===== config.mk =====
export PLATFORM = sky130hd
export DESIGN_NAME = adaptive_gain_mode_selector_top
export DESIGN_NICKNAME = d
export VERILOG_FILES = /design/src/agms_pkg.sv /design/src/adaptive_gain_mode_selector_top.sv /design/src/agms_regs.sv /design/src/agms_ema.sv /design/src/agms_engine.sv
export SDC_FILE = /design/constraint.sdc
export NUM_CORES = 2
export LEC_CHECK = 0
export BUFFER_PORTS_ARGS = -buffer_cell sky130_fd_sc_hd__buf_4
export CORE_ASPECT_RATIO = 0.9
export CORE_UTILIZATION = 42
export CTS_BUF_LIST = sky130_fd_sc_hd__clkbuf_8
export DETAILED_ROUTE_END_ITERATION = 6
export HOLD_SLACK_MARGIN = 0.1
export SYNTH_ARGS = -nofsm -noshare
export SYNTH_HDL_FRONTEND = slang
export SYNTH_SLANG_ARGS = --single-unit
export TNS_END_PERCENT = 5

===== constraint.sdc =====
create_clock -name clk -period 22.3 [get_ports clk]
set_input_delay 1.115 -clock clk [delete_from_list [all_inputs] [get_ports clk]]
set_output_delay 1.115 -clock clk [all_outputs]
set_load 0.01 [all_outputs]

===== src/agms_pkg.sv =====
`timescale 1ns / 1ps
`default_nettype none
// ----------------------------------------------------------------------------
// agms_pkg: shared types and constants of the adaptive gain mode selector
// mode codes, action codes, register map, item/result/config structs
// ----------------------------------------------------------------------------
package agms_pkg;

  // gain mode codes
  localparam logic [2:0] MODE_AUTO  = 3'd0;
  localparam logic [2:0] MODE_VHIGH = 3'd1;
  localparam logic [2:0] MODE_HIGH  = 3'd2;
  localparam logic [2:0] MODE_MED   = 3'd3;
  localparam logic [2:0] MODE_LOW   = 3'd4;
  localparam logic [2:0] MODE_VLOW  = 3'd5;

  // action codes
  localparam logic [1:0] ACT_RECOMMEND = 2'd0;
  localparam logic [1:0] ACT_USER      = 2'd1;
  localparam logic [1:0] ACT_MEASURE   = 2'd2;

  // amplifier range codes
  localparam logic [1:0] GAIN_1V024 = 2'd0;
  localparam logic [1:0] GAIN_2V048 = 2'd1;
  localparam logic [1:0] GAIN_4V096 = 2'd2;

  // register indexes
  localparam logic [2:0] REG_LOCKOUT    = 3'd0;
  localparam logic [2:0] REG_NOISE_LOW  = 3'd1;
  localparam logic [2:0] REG_NOISE_VLOW = 3'd2;
  localparam logic [2:0] REG_UP_HIGH    = 3'd3;
  localparam logic [2:0] REG_UP_VHIGH   = 3'd4;
  localparam logic [2:0] REG_DN_HIGH    = 3'd5;
  localparam logic [2:0] REG_DN_VHIGH   = 3'd6;
  localparam logic [2:0] REG_ALPHA      = 3'd7;

  localparam int unsigned ADDR_W = 5;

  // register reset values
  localparam logic [15:0] RST_LOCKOUT    = 16'd1200;
  localparam logic [23:0] RST_NOISE_LOW  = 24'd3072;
  localparam logic [23:0] RST_NOISE_VLOW = 24'd7680;
  localparam logic [15:0] RST_UP_HIGH    = 16'd768;
  localparam logic [15:0] RST_UP_VHIGH   = 16'd1536;
  localparam logic [15:0] RST_DN_HIGH    = 16'd512;
  localparam logic [15:0] RST_DN_VHIGH   = 16'd1152;
  localparam logic [15:0] RST_ALPHA      = 16'd3277;

  // stability limits 70.0 and 85.0 in Q7.8, noise floor 0.02 in Q16.8
  localparam logic [14:0] STAB_MED  = 15'd17920;
  localparam logic [14:0] STAB_HIGH = 15'd21760;
  localparam logic [23:0] NOISE_MIN = 24'd5;

  typedef struct packed {
    logic [15:0] lockout_ms;
    logic [23:0] noise_low_thresh;
    logic [23:0] noise_very_low_thresh;
    logic [15:0] snr_up_high;
    logic [15:0] snr_up_very_high;
    logic [15:0] snr_down_from_high;
    logic [15:0] snr_down_from_very_high;
    logic [15:0] ema_alpha;
  } cfg_t;

  typedef struct packed {
    logic [1:0]  action;
    logic [2:0]  mode;
    logic [23:0] noise_sd;
    logic [15:0] snr;
    logic [14:0] stability;
    logic        stable;
    logic [31:0] now_ms;
  } item_t;

  typedef struct packed {
    logic       applied;
    logic [2:0] active_mode;
    logic [1:0] gain_select;
    logic [2:0] selected_mode;
    logic       override_active;
    logic [2:0] recommended;
  } result_t;

endpackage : agms_pkg
`default_nettype wire


===== src/adaptive_gain_mode_selector_top.sv =====
`timescale 1ns / 1ps
`default_nettype none
// ----------------------------------------------------------------------------
// adaptive_gain_mode_selector_top: sensor gain mode selector
// input register, one-pass mode engine, result register, apb config port
// ----------------------------------------------------------------------------
// Takes one word per clock on the input channel while out_stall is low and
// returns exactly one result word for each, in order. The word is captured in
// an input register, then the engine resolves the mode, updates the noise
// average and the auto decision state, and loads the result register.
// Sustained rate is one word per cycle while out_stall is low; it is set by the
// state loop through the noise average multiply (25 x 17 bits) and the threshold
// compares that feed the next mode. The result register parts the two sides:
// while a result waits under out_stall the input register still takes a new
// word, and in_stall rises only when both are full. Registers are written over
// the apb port (byte address 4*index, pready always high) and must only be
// changed while no word is in flight. After reset the mode is medium, the
// average is zero and the auto engine waits for its first measurement.
// ----------------------------------------------------------------------------
module adaptive_gain_mode_selector_top (
  input  wire logic                        clk,
  input  wire logic                        rst_n,
  // input channel
  input  wire logic                        in_valid,
  output logic                             in_stall,
  input  wire logic [1:0]                  in_action,
  input  wire logic [2:0]                  in_mode,
  input  wire logic [23:0]                 in_noise_sd,
  input  wire logic [15:0]                 in_snr,
  input  wire logic [14:0]                 in_stability,
  input  wire logic                        in_stable,
  input  wire logic [31:0]                 in_now_ms,
  // result channel
  output logic                             out_valid,
  input  wire logic                        out_stall,
  output logic                             out_applied,
  output logic      [2:0]                  out_active_mode,
  output logic      [1:0]                  out_gain_select,
  output logic      [2:0]                  out_selected_mode,
  output logic                             out_override_active,
  output logic      [2:0]                  out_recommended,
  // configuration port
  input  wire logic                        psel,
  input  wire logic                        penable,
  input  wire logic                        pwrite,
  input  wire logic [agms_pkg::ADDR_W-1:0] paddr,
  input  wire logic [31:0]                 pwdata,
  output logic      [31:0]                 prdata,
  output logic                             pready
);
  import agms_pkg::*;

  cfg_t    cfg;
  item_t   item_r;
  logic    item_vld_r;
  result_t res;
  result_t res_r;
  logic    res_vld_r;
  logic    advance;
  logic    step;
  logic    in_take;

  agms_regs u_regs (
    .clk     (clk),
    .rst_n   (rst_n),
    .psel    (psel),
    .penable (penable),
    .pwrite  (pwrite),
    .paddr   (paddr),
    .pwdata  (pwdata),
    .prdata  (prdata),
    .pready  (pready),
    .cfg     (cfg)
  );

  // result register moves when empty or when its word is being taken
  assign advance  = !res_vld_r || !out_stall;
  // the held word goes through the engine as the result register frees up
  assign step     = item_vld_r && advance;
  // input register is free when empty or draining this cycle
  assign in_stall = item_vld_r && !advance;
  assign in_take  = in_valid && !in_stall;

  // input register
  always_ff @(posedge clk) begin
    if (!rst_n) begin
      item_vld_r <= 1'b0;
    end else if (in_take) begin
      item_vld_r <= 1'b1;
    end else if (step) begin
      item_vld_r <= 1'b0;
    end
  end

  always_ff @(posedge clk) begin
    if (in_take) begin
      item_r.action    <= in_action;
      item_r.mode      <= in_mode;
      item_r.noise_sd  <= in_noise_sd;
      item_r.snr       <= in_snr;
      item_r.stability <= in_stability;
      item_r.stable    <= in_stable;
      item_r.now_ms    <= in_now_ms;
    end
  end

  // mode state and decision, committed on step
  agms_engine u_engine (
    .clk   (clk),
    .rst_n (rst_n),
    .step  (step),
    .item  (item_r),
    .cfg   (cfg),
    .res   (res)
  );

  // result register
  always_ff @(posedge clk) begin
    if (!rst_n) begin
      res_vld_r <= 1'b0;
    end else if (advance) begin
      res_vld_r <= step;
    end
  end

  always_ff @(posedge clk) begin
    if (step) begin
      res_r <= res;
    end
  end

  assign out_valid           = res_vld_r;
  assign out_applied         = res_r.applied;
  assign out_active_mode     = res_r.active_mode;
  assign out_gain_select     = res_r.gain_select;
  assign out_selected_mode   = res_r.selected_mode;
  assign out_override_active = res_r.override_active;
  assign out_recommended     = res_r.recommended;

`ifndef NO_ASSERTIONS
  a_stall_only_full: assert property (@(posedge clk) disable iff (!rst_n)
    in_stall |-> (item_vld_r && res_vld_r && out_stall))
    else $error("input stalled with room in the pipeline");

  a_step_fills_result: assert property (@(posedge clk) disable iff (!rst_n)
    step |=> res_vld_r)
    else $error("processed word did not reach the result register");

  a_held_result_kept: assert property (@(posedge clk) disable iff (!rst_n)
    (res_vld_r && out_stall) |=> (res_vld_r && $stable(res_r)))
    else $error("stalled result changed");
`endif

endmodule : adaptive_gain_mode_selector_top
`default_nettype wire


===== src/agms_regs.sv =====
`timescale 1ns / 1ps
`default_nettype none
// ----------------------------------------------------------------------------
// agms_regs: configuration register file
// apb-style write and read of the eight threshold and timing registers
// ----------------------------------------------------------------------------
module agms_regs (
  input  wire logic                        clk,
  input  wire logic                        rst_n,
  input  wire logic                        psel,
  input  wire logic                        penable,
  input  wire logic                        pwrite,
  input  wire logic [agms_pkg::ADDR_W-1:0] paddr,
  input  wire logic [31:0]                 pwdata,
  output logic      [31:0]                 prdata,
  output logic                             pready,
  output agms_pkg::cfg_t                   cfg
);
  import agms_pkg::*;

  cfg_t       cfg_r;
  logic       wr_en;
  logic [2:0] idx;

  assign pready = 1'b1;
  assign wr_en  = psel && penable && pwrite;
  assign idx    = paddr[4:2];
  assign cfg    = cfg_r;

  always_ff @(posedge clk) begin
    if (!rst_n) begin
      cfg_r.lockout_ms              <= RST_LOCKOUT;
      cfg_r.noise_low_thresh        <= RST_NOISE_LOW;
      cfg_r.noise_very_low_thresh   <= RST_NOISE_VLOW;
      cfg_r.snr_up_high             <= RST_UP_HIGH;
      cfg_r.snr_up_very_high        <= RST_UP_VHIGH;
      cfg_r.snr_down_from_high      <= RST_DN_HIGH;
      cfg_r.snr_down_from_very_high <= RST_DN_VHIGH;
      cfg_r.ema_alpha               <= RST_ALPHA;
    end else if (wr_en) begin
      unique case (idx)
        REG_LOCKOUT:    cfg_r.lockout_ms              <= pwdata[15:0];
        REG_NOISE_LOW:  cfg_r.noise_low_thresh        <= pwdata[23:0];
        REG_NOISE_VLOW: cfg_r.noise_very_low_thresh   <= pwdata[23:0];
        REG_UP_HIGH:    cfg_r.snr_up_high             <= pwdata[15:0];
        REG_UP_VHIGH:   cfg_r.snr_up_very_high        <= pwdata[15:0];
        REG_DN_HIGH:    cfg_r.snr_down_from_high      <= pwdata[15:0];
        REG_DN_VHIGH:   cfg_r.snr_down_from_very_high <= pwdata[15:0];
        REG_ALPHA:      cfg_r.ema_alpha               <= pwdata[15:0];
        default: ;
      endcase
    end
  end

  always_comb begin
    unique case (idx)
      REG_LOCKOUT:    prdata = {16'd0, cfg_r.lockout_ms};
      REG_NOISE_LOW:  prdata = {8'd0, cfg_r.noise_low_thresh};
      REG_NOISE_VLOW: prdata = {8'd0, cfg_r.noise_very_low_thresh};
      REG_UP_HIGH:    prdata = {16'd0, cfg_r.snr_up_high};
      REG_UP_VHIGH:   prdata = {16'd0, cfg_r.snr_up_very_high};
      REG_DN_HIGH:    prdata = {16'd0, cfg_r.snr_down_from_high};
      REG_DN_VHIGH:   prdata = {16'd0, cfg_r.snr_down_from_very_high};
      REG_ALPHA:      prdata = {16'd0, cfg_r.ema_alpha};
      default:        prdata = 32'd0;
    endcase
  end

endmodule : agms_regs
`default_nettype wire


===== src/agms_ema.sv =====
`timescale 1ns / 1ps
`default_nettype none
// ----------------------------------------------------------------------------
// agms_ema: noise average update
// avg + alpha*(nf - avg) in Q0.16, rounded half up, clamped to the noise floor
// ----------------------------------------------------------------------------
module agms_ema (
  input  wire logic [23:0] avg,
  input  wire logic [23:0] noise_sd,
  input  wire logic [15:0] alpha,
  output logic      [23:0] avg_nxt
);
  import agms_pkg::*;

  logic signed [24:0] diff;
  logic signed [41:0] prod;
  logic signed [41:0] acc;
  logic        [23:0] quo;

  // same as (65536 - alpha)*avg + alpha*nf, with a single multiplier
  assign diff = $signed({1'b0, noise_sd}) - $signed({1'b0, avg});
  assign prod = 42'(diff * $signed({1'b0, alpha}));
  assign acc  = $signed({2'b00, avg, 16'd0}) + prod + 42'sd32768;
  assign quo  = acc[39:16];

  assign avg_nxt = (quo < NOISE_MIN) ? NOISE_MIN : quo;

endmodule : agms_ema
`default_nettype wire


===== src/agms_engine.sv =====
`timescale 1ns / 1ps
`default_nettype none
// ----------------------------------------------------------------------------
// agms_engine: mode state and decision logic
// applies recommendations and user selects, runs the gated auto decision
// ----------------------------------------------------------------------------
module agms_engine (
  input  wire logic              clk,
  input  wire logic              rst_n,
  input  wire logic              step,
  input  wire agms_pkg::item_t   item,
  input  wire agms_pkg::cfg_t    cfg,
  output agms_pkg::result_t      res
);
  import agms_pkg::*;

  logic [2:0]  requested_r, requested_nxt;
  logic [2:0]  recommended_r, recommended_nxt;
  logic [2:0]  resolved_r, resolved_nxt;
  logic        manual_r, manual_nxt;
  logic        started_r, started_nxt;
  logic [23:0] avg_r, avg_nxt;
  logic [2:0]  auto_last_r, auto_last_nxt;
  logic [31:0] last_change_r, last_change_nxt;

  logic [23:0] ema_avg;
  logic [2:0]  mode_c;
  logic [31:0] elapsed;
  logic [2:0]  target;
  logic        applied;
  logic        up_vh, up_h;

  agms_ema u_ema (
    .avg      (avg_r),
    .noise_sd (item.noise_sd),
    .alpha    (cfg.ema_alpha),
    .avg_nxt  (ema_avg)
  );

  // out-of-range mode codes count as medium
  assign mode_c  = (item.mode > MODE_VLOW) ? MODE_MED : item.mode;
  assign elapsed = item.now_ms - last_change_r;

  // hysteretic choice on the fresh average
  assign up_vh = (item.snr >= cfg.snr_up_very_high) && (item.stability >= STAB_HIGH);
  assign up_h  = (item.snr >= cfg.snr_up_high) && (item.stability >= STAB_MED);

  always_comb begin
    if (ema_avg >= cfg.noise_very_low_thresh) begin
      target = MODE_VLOW;
    end else if (ema_avg >= cfg.noise_low_thresh) begin
      target = MODE_LOW;
    end else if (auto_last_r == MODE_VHIGH) begin
      if ((item.snr >= cfg.snr_down_from_very_high) && (item.stability >= STAB_HIGH))
        target = MODE_VHIGH;
      else if (up_h)
        target = MODE_HIGH;
      else
        target = MODE_MED;
    end else if (auto_last_r == MODE_HIGH) begin
      if ((item.snr < cfg.snr_down_from_high) || (item.stability < STAB_MED))
        target = MODE_MED;
      else if (up_vh)
        target = MODE_VHIGH;
      else
        target = MODE_HIGH;
    end else if (up_vh) begin
      target = MODE_VHIGH;
    end else if (up_h) begin
      target = MODE_HIGH;
    end else begin
      target = MODE_MED;
    end
  end

  always_comb begin
    requested_nxt   = requested_r;
    recommended_nxt = recommended_r;
    resolved_nxt    = resolved_r;
    manual_nxt      = manual_r;
    started_nxt     = started_r;
    avg_nxt         = avg_r;
    auto_last_nxt   = auto_last_r;
    last_change_nxt = last_change_r;
    applied         = 1'b0;
    case (item.action)
      ACT_RECOMMEND: begin
        recommended_nxt = mode_c;
        if (!manual_r) begin
          requested_nxt = mode_c;
          // auto resolves to the new recommendation; an auto recommendation gives medium
          resolved_nxt  = (mode_c == MODE_AUTO) ? MODE_MED : mode_c;
          applied       = 1'b1;
        end
      end
      ACT_USER: begin
        manual_nxt    = (mode_c != MODE_AUTO);
        requested_nxt = mode_c;
        if (mode_c != MODE_AUTO)
          resolved_nxt = mode_c;
        else if (recommended_r == MODE_AUTO)
          resolved_nxt = MODE_MED;
        else
          resolved_nxt = recommended_r;
        applied = 1'b1;
      end
      ACT_MEASURE: begin
        if (!manual_r && (requested_r == MODE_AUTO)) begin
          if (!started_r) begin
            started_nxt     = 1'b1;
            avg_nxt         = item.noise_sd;
            auto_last_nxt   = resolved_r;
            last_change_nxt = item.now_ms;
          end else begin
            avg_nxt = ema_avg;
            if (item.stable && (elapsed >= {16'd0, cfg.lockout_ms}) &&
                (target != auto_last_r)) begin
              resolved_nxt    = target;
              auto_last_nxt   = target;
              last_change_nxt = item.now_ms;
              applied         = 1'b1;
            end
          end
        end
      end
      default: ;
    endcase
  end

  always_comb begin
    res.applied         = applied;
    res.active_mode     = resolved_nxt;
    res.selected_mode   = requested_nxt;
    res.override_active = manual_nxt;
    res.recommended     = recommended_nxt;
    if (resolved_nxt <= MODE_HIGH)
      res.gain_select = GAIN_1V024;
    else if (resolved_nxt == MODE_MED)
      res.gain_select = GAIN_2V048;
    else
      res.gain_select = GAIN_4V096;
  end

  always_ff @(posedge clk) begin
    if (!rst_n) begin
      requested_r   <= MODE_MED;
      recommended_r <= MODE_MED;
      resolved_r    <= MODE_MED;
      manual_r      <= 1'b0;
      started_r     <= 1'b0;
      avg_r         <= 24'd0;
      auto_last_r   <= MODE_AUTO;
      last_change_r <= 32'd0;
    end else if (step) begin
      requested_r   <= requested_nxt;
      recommended_r <= recommended_nxt;
      resolved_r    <= resolved_nxt;
      manual_r      <= manual_nxt;
      started_r     <= started_nxt;
      avg_r         <= avg_nxt;
      auto_last_r   <= auto_last_nxt;
      last_change_r <= last_change_nxt;
    end
  end

`ifndef NO_ASSERTIONS
  a_resolved_legal: assert property (@(posedge clk) disable iff (!rst_n)
    (resolved_r != MODE_AUTO) && (resolved_r <= MODE_VLOW))
    else $error("resolved mode out of range");

  a_manual_not_auto: assert property (@(posedge clk) disable iff (!rst_n)
    manual_r |-> (requested_r != MODE_AUTO))
    else $error("override active with auto request");

  a_started_sticks: assert property (@(posedge clk) disable iff (!rst_n)
    started_r |=> started_r)
    else $error("engine start flag dropped");

  a_auto_change_tracks: assert property (@(posedge clk) disable iff (!rst_n)
    (step && (item.action == ACT_MEASURE) && applied) |=>
      ((auto_last_r == resolved_r) && (requested_r == MODE_AUTO)))
    else $error("auto change lost track of the resolved mode");
`endif

endmodule : agms_engine
`default_nettype wire

==> results.cfg <==
[clock_tree]
numCtsBuffers = 52
cts.clk_slew.worst_paths_ns = 0.06
cts_sinks = 314
insertion_delay_ns = 0.64
cts_max_path_buffers = 3
cts-resized-gates = 0
cts_root_buf = clkbuf_8
hold_buffers = 0
tritoncts = built
htreeDepth = 2
post-cts-setup-buffer-count = 0

[global_route]
grt_util_all_layers = 0.228
use_met3 = 0.0296
gr-max-usage-layer = met2
antenna_found_initial = 1
grt.met1_usage = 0.323
grtUsageMet2 = 0.359
grt_pass1_wl_mm = 147
grt_pass1_vias = 26200
grt_max_degree = 149
grt-ovfl-total = 0

[layout]
syn_to_final_growth_pct = 9.46
stdcell_area_um2 = 37600
final_common_cell = inv_1
layout_common_cells = inv_1 (791), nand2_1 (524), fa_1 (412), ha_1 (287), and2_1 (219)
nets = 4807
fillers = 7968
n_antenna_cell = 0
drive_gt1_frac = 0.0852

[min_path]
worstHoldStart = u_regs.cfg[116]
whs_endpoint = u_regs.cfg[116]
hold_depth = 2
hold_class = reg -> reg

[placement]
gp_congestion = 0.891
place_hpwl_mm = 71.3
place_worst_setup_slack_ns = 7.69
portBuffers = 157
post_dp_cell_area_um2 = 36500

[timing]
tightest_slew_ns = 1.18
setup_viol = 0
finalCriticalPeriod_ns = 14.67
slew_violations = 0
rsz0062_at_grt = false
fin_tns_setup_ns = 0
fin_crit_sh = 0.658
slew_headroom = 0.206
finClkSkew_ns = 0.0261
hold_violations = 0
clock.fmax_ghz = 0.0682
worst_slack_ns = 7.63

[floorplanning]
die_area_um2 = 82900
initial_utilization = 0.424
die_w_um = 303
ios = 185
die_h_um = 273
rows = 99
coreArea_um2 = 81000

[synth]
synth_enable_flop_cells = 98
yosys_warnings = 0
ys.flop_type = dfxtp_1
syn_avg_cell_area_um2 = 8.84
synth_cells = 3884
ys_seq_area_frac = 0.212
synth_area_um2 = 34300
netlist_top_cells_area = fa_1 (24%), dfxtp_1 (13%), ha_1 (10%)
netlist.area_leader.share = 0.240
synth_top_area_cell = fa_1
synth_seq_cells = 314
synthArstFlopShare = 0
synth_cell_type_count = 90

[detailed_routing]
viasPerCell = 5.11
post_drt_wl_per_cell_um = 18.2
antenna_left = 0
drcViolationCount = 0
via_count = 25900
drtIter0Drc = 1725
first_pass_iters = 5
routed_wl_mm = 92.3

[worst_setup_path]
critPathKind = reg -> reg
cp.arrival_ns = 15.19
cpPeakStageDelay_ns = 0.56
r2r_slack_ns = 7.63
cp_data_required_time_ns = 22.81
cp.buffers_inverters = 7
slowest_stage = fa_1
crit_path_max_fanout = 32
start_kind = register
critPathTopFamily = compound AO/OA/AOI/OAI gates
crit_top_cell = fa_1
r2r_cells = 53
r2r_end = u_engine.last_change_r[16]
rr_startpoint = u_engine.avg_r[1]
endpoint_kind = register

[status]
outcome = complete, no violations

[run]
cap_violations = 0
## worst min-delay path, cell delays in order (launching register included)
cell      delay, ns
dfxtp_1        0.31
nand2_1        0.04
a21boi_0       0.06
## flip-flops by register name, indices dropped and copies added, names as in the netlist, 24 cells and up
signal,cells
u_engine.avg_r,24
u_engine.last_change_r,32
item_r,85
u_regs.cfg,144
## final cells by class
class,count,area [µm²],share of cell area
Clock buffer,62,853,0.0227
Multi-Input combinational cell,2621,23500,0.625
Timing Repair Buffer,206,1550,0.0413
Inverter,776,2910,0.0775
Clock inverter,35,180,0.00480
Sequential cell,314,7270,0.193
Tap cell,1060,1330,0.0353
## worst max-delay path by stage
stage                                             to              start  cells after the start  slack [ns]
after floorplan                   out_gain_select[0]  u_engine.avg_r[1]                     53       10.21
after global routing      u_engine.last_change_r[16]  u_engine.avg_r[1]                     53        6.75
final                     u_engine.last_change_r[16]  u_engine.avg_r[1]                     53        7.63
after CTS                 u_engine.last_change_r[16]  u_engine.avg_r[1]                     53        7.62
after global placement    u_engine.last_change_r[23]  u_engine.avg_r[1]                     53        7.81
after detailed placement  u_engine.last_change_r[16]  u_engine.avg_r[1]                     53        7.69
## cells by family (layout without fill, tap and decap cells)
kind of cell	count (synthesis)	after routing	share of synthesized area
AOI/OAI and AO/OA	608	608	0.122
xor gates and xnor gates	72	72	0.0184
adders and majority gates	699	699	0.345
buffers and inverters	956	1079	0.109
DFF	314	314	0.212
muxes	89	89	0.0324
other	2	9	0.000219
and+or+nand+nor	1144	1144	0.162
## through the flow
stage                     utilization  instances  hold WS [ns]
after detailed placement        0.451       4977         0.459
after global routing            0.464       5074         0.483
after global placement          0.451       4977         0.451
after floorplan                     -       3891         0.443
final                           0.464       5074         0.466
after CTS                       0.464       5074         0.468
## cell usage after synthesis (all sizes together), types with 57 or more instances
| library cell | instances |
|---|---|
| fa | 412 |
| a21oi | 117 |
| clkbuf | 143 |
| nor2b | 91 |
| mux2i | 65 |
| nor2 | 122 |
| and2 | 219 |
| xnor2 | 57 |
| o21ai | 106 |
| a21boi | 130 |
| nand2 | 524 |
| ha | 287 |
| dfxtp | 216 |
| edfxtp | 98 |
| inv | 773 |
## layer usage
layer,up-vias,share of wire
li1,12500,-
met1,12600,0.46
met2,664,0.45
met3,141,0.059
met4,0,0.032
met5,-,0
Power is left out: the tool's default activity adds up to more than one toggle a clock period on the data nets, which glitch-free logic cannot reach.
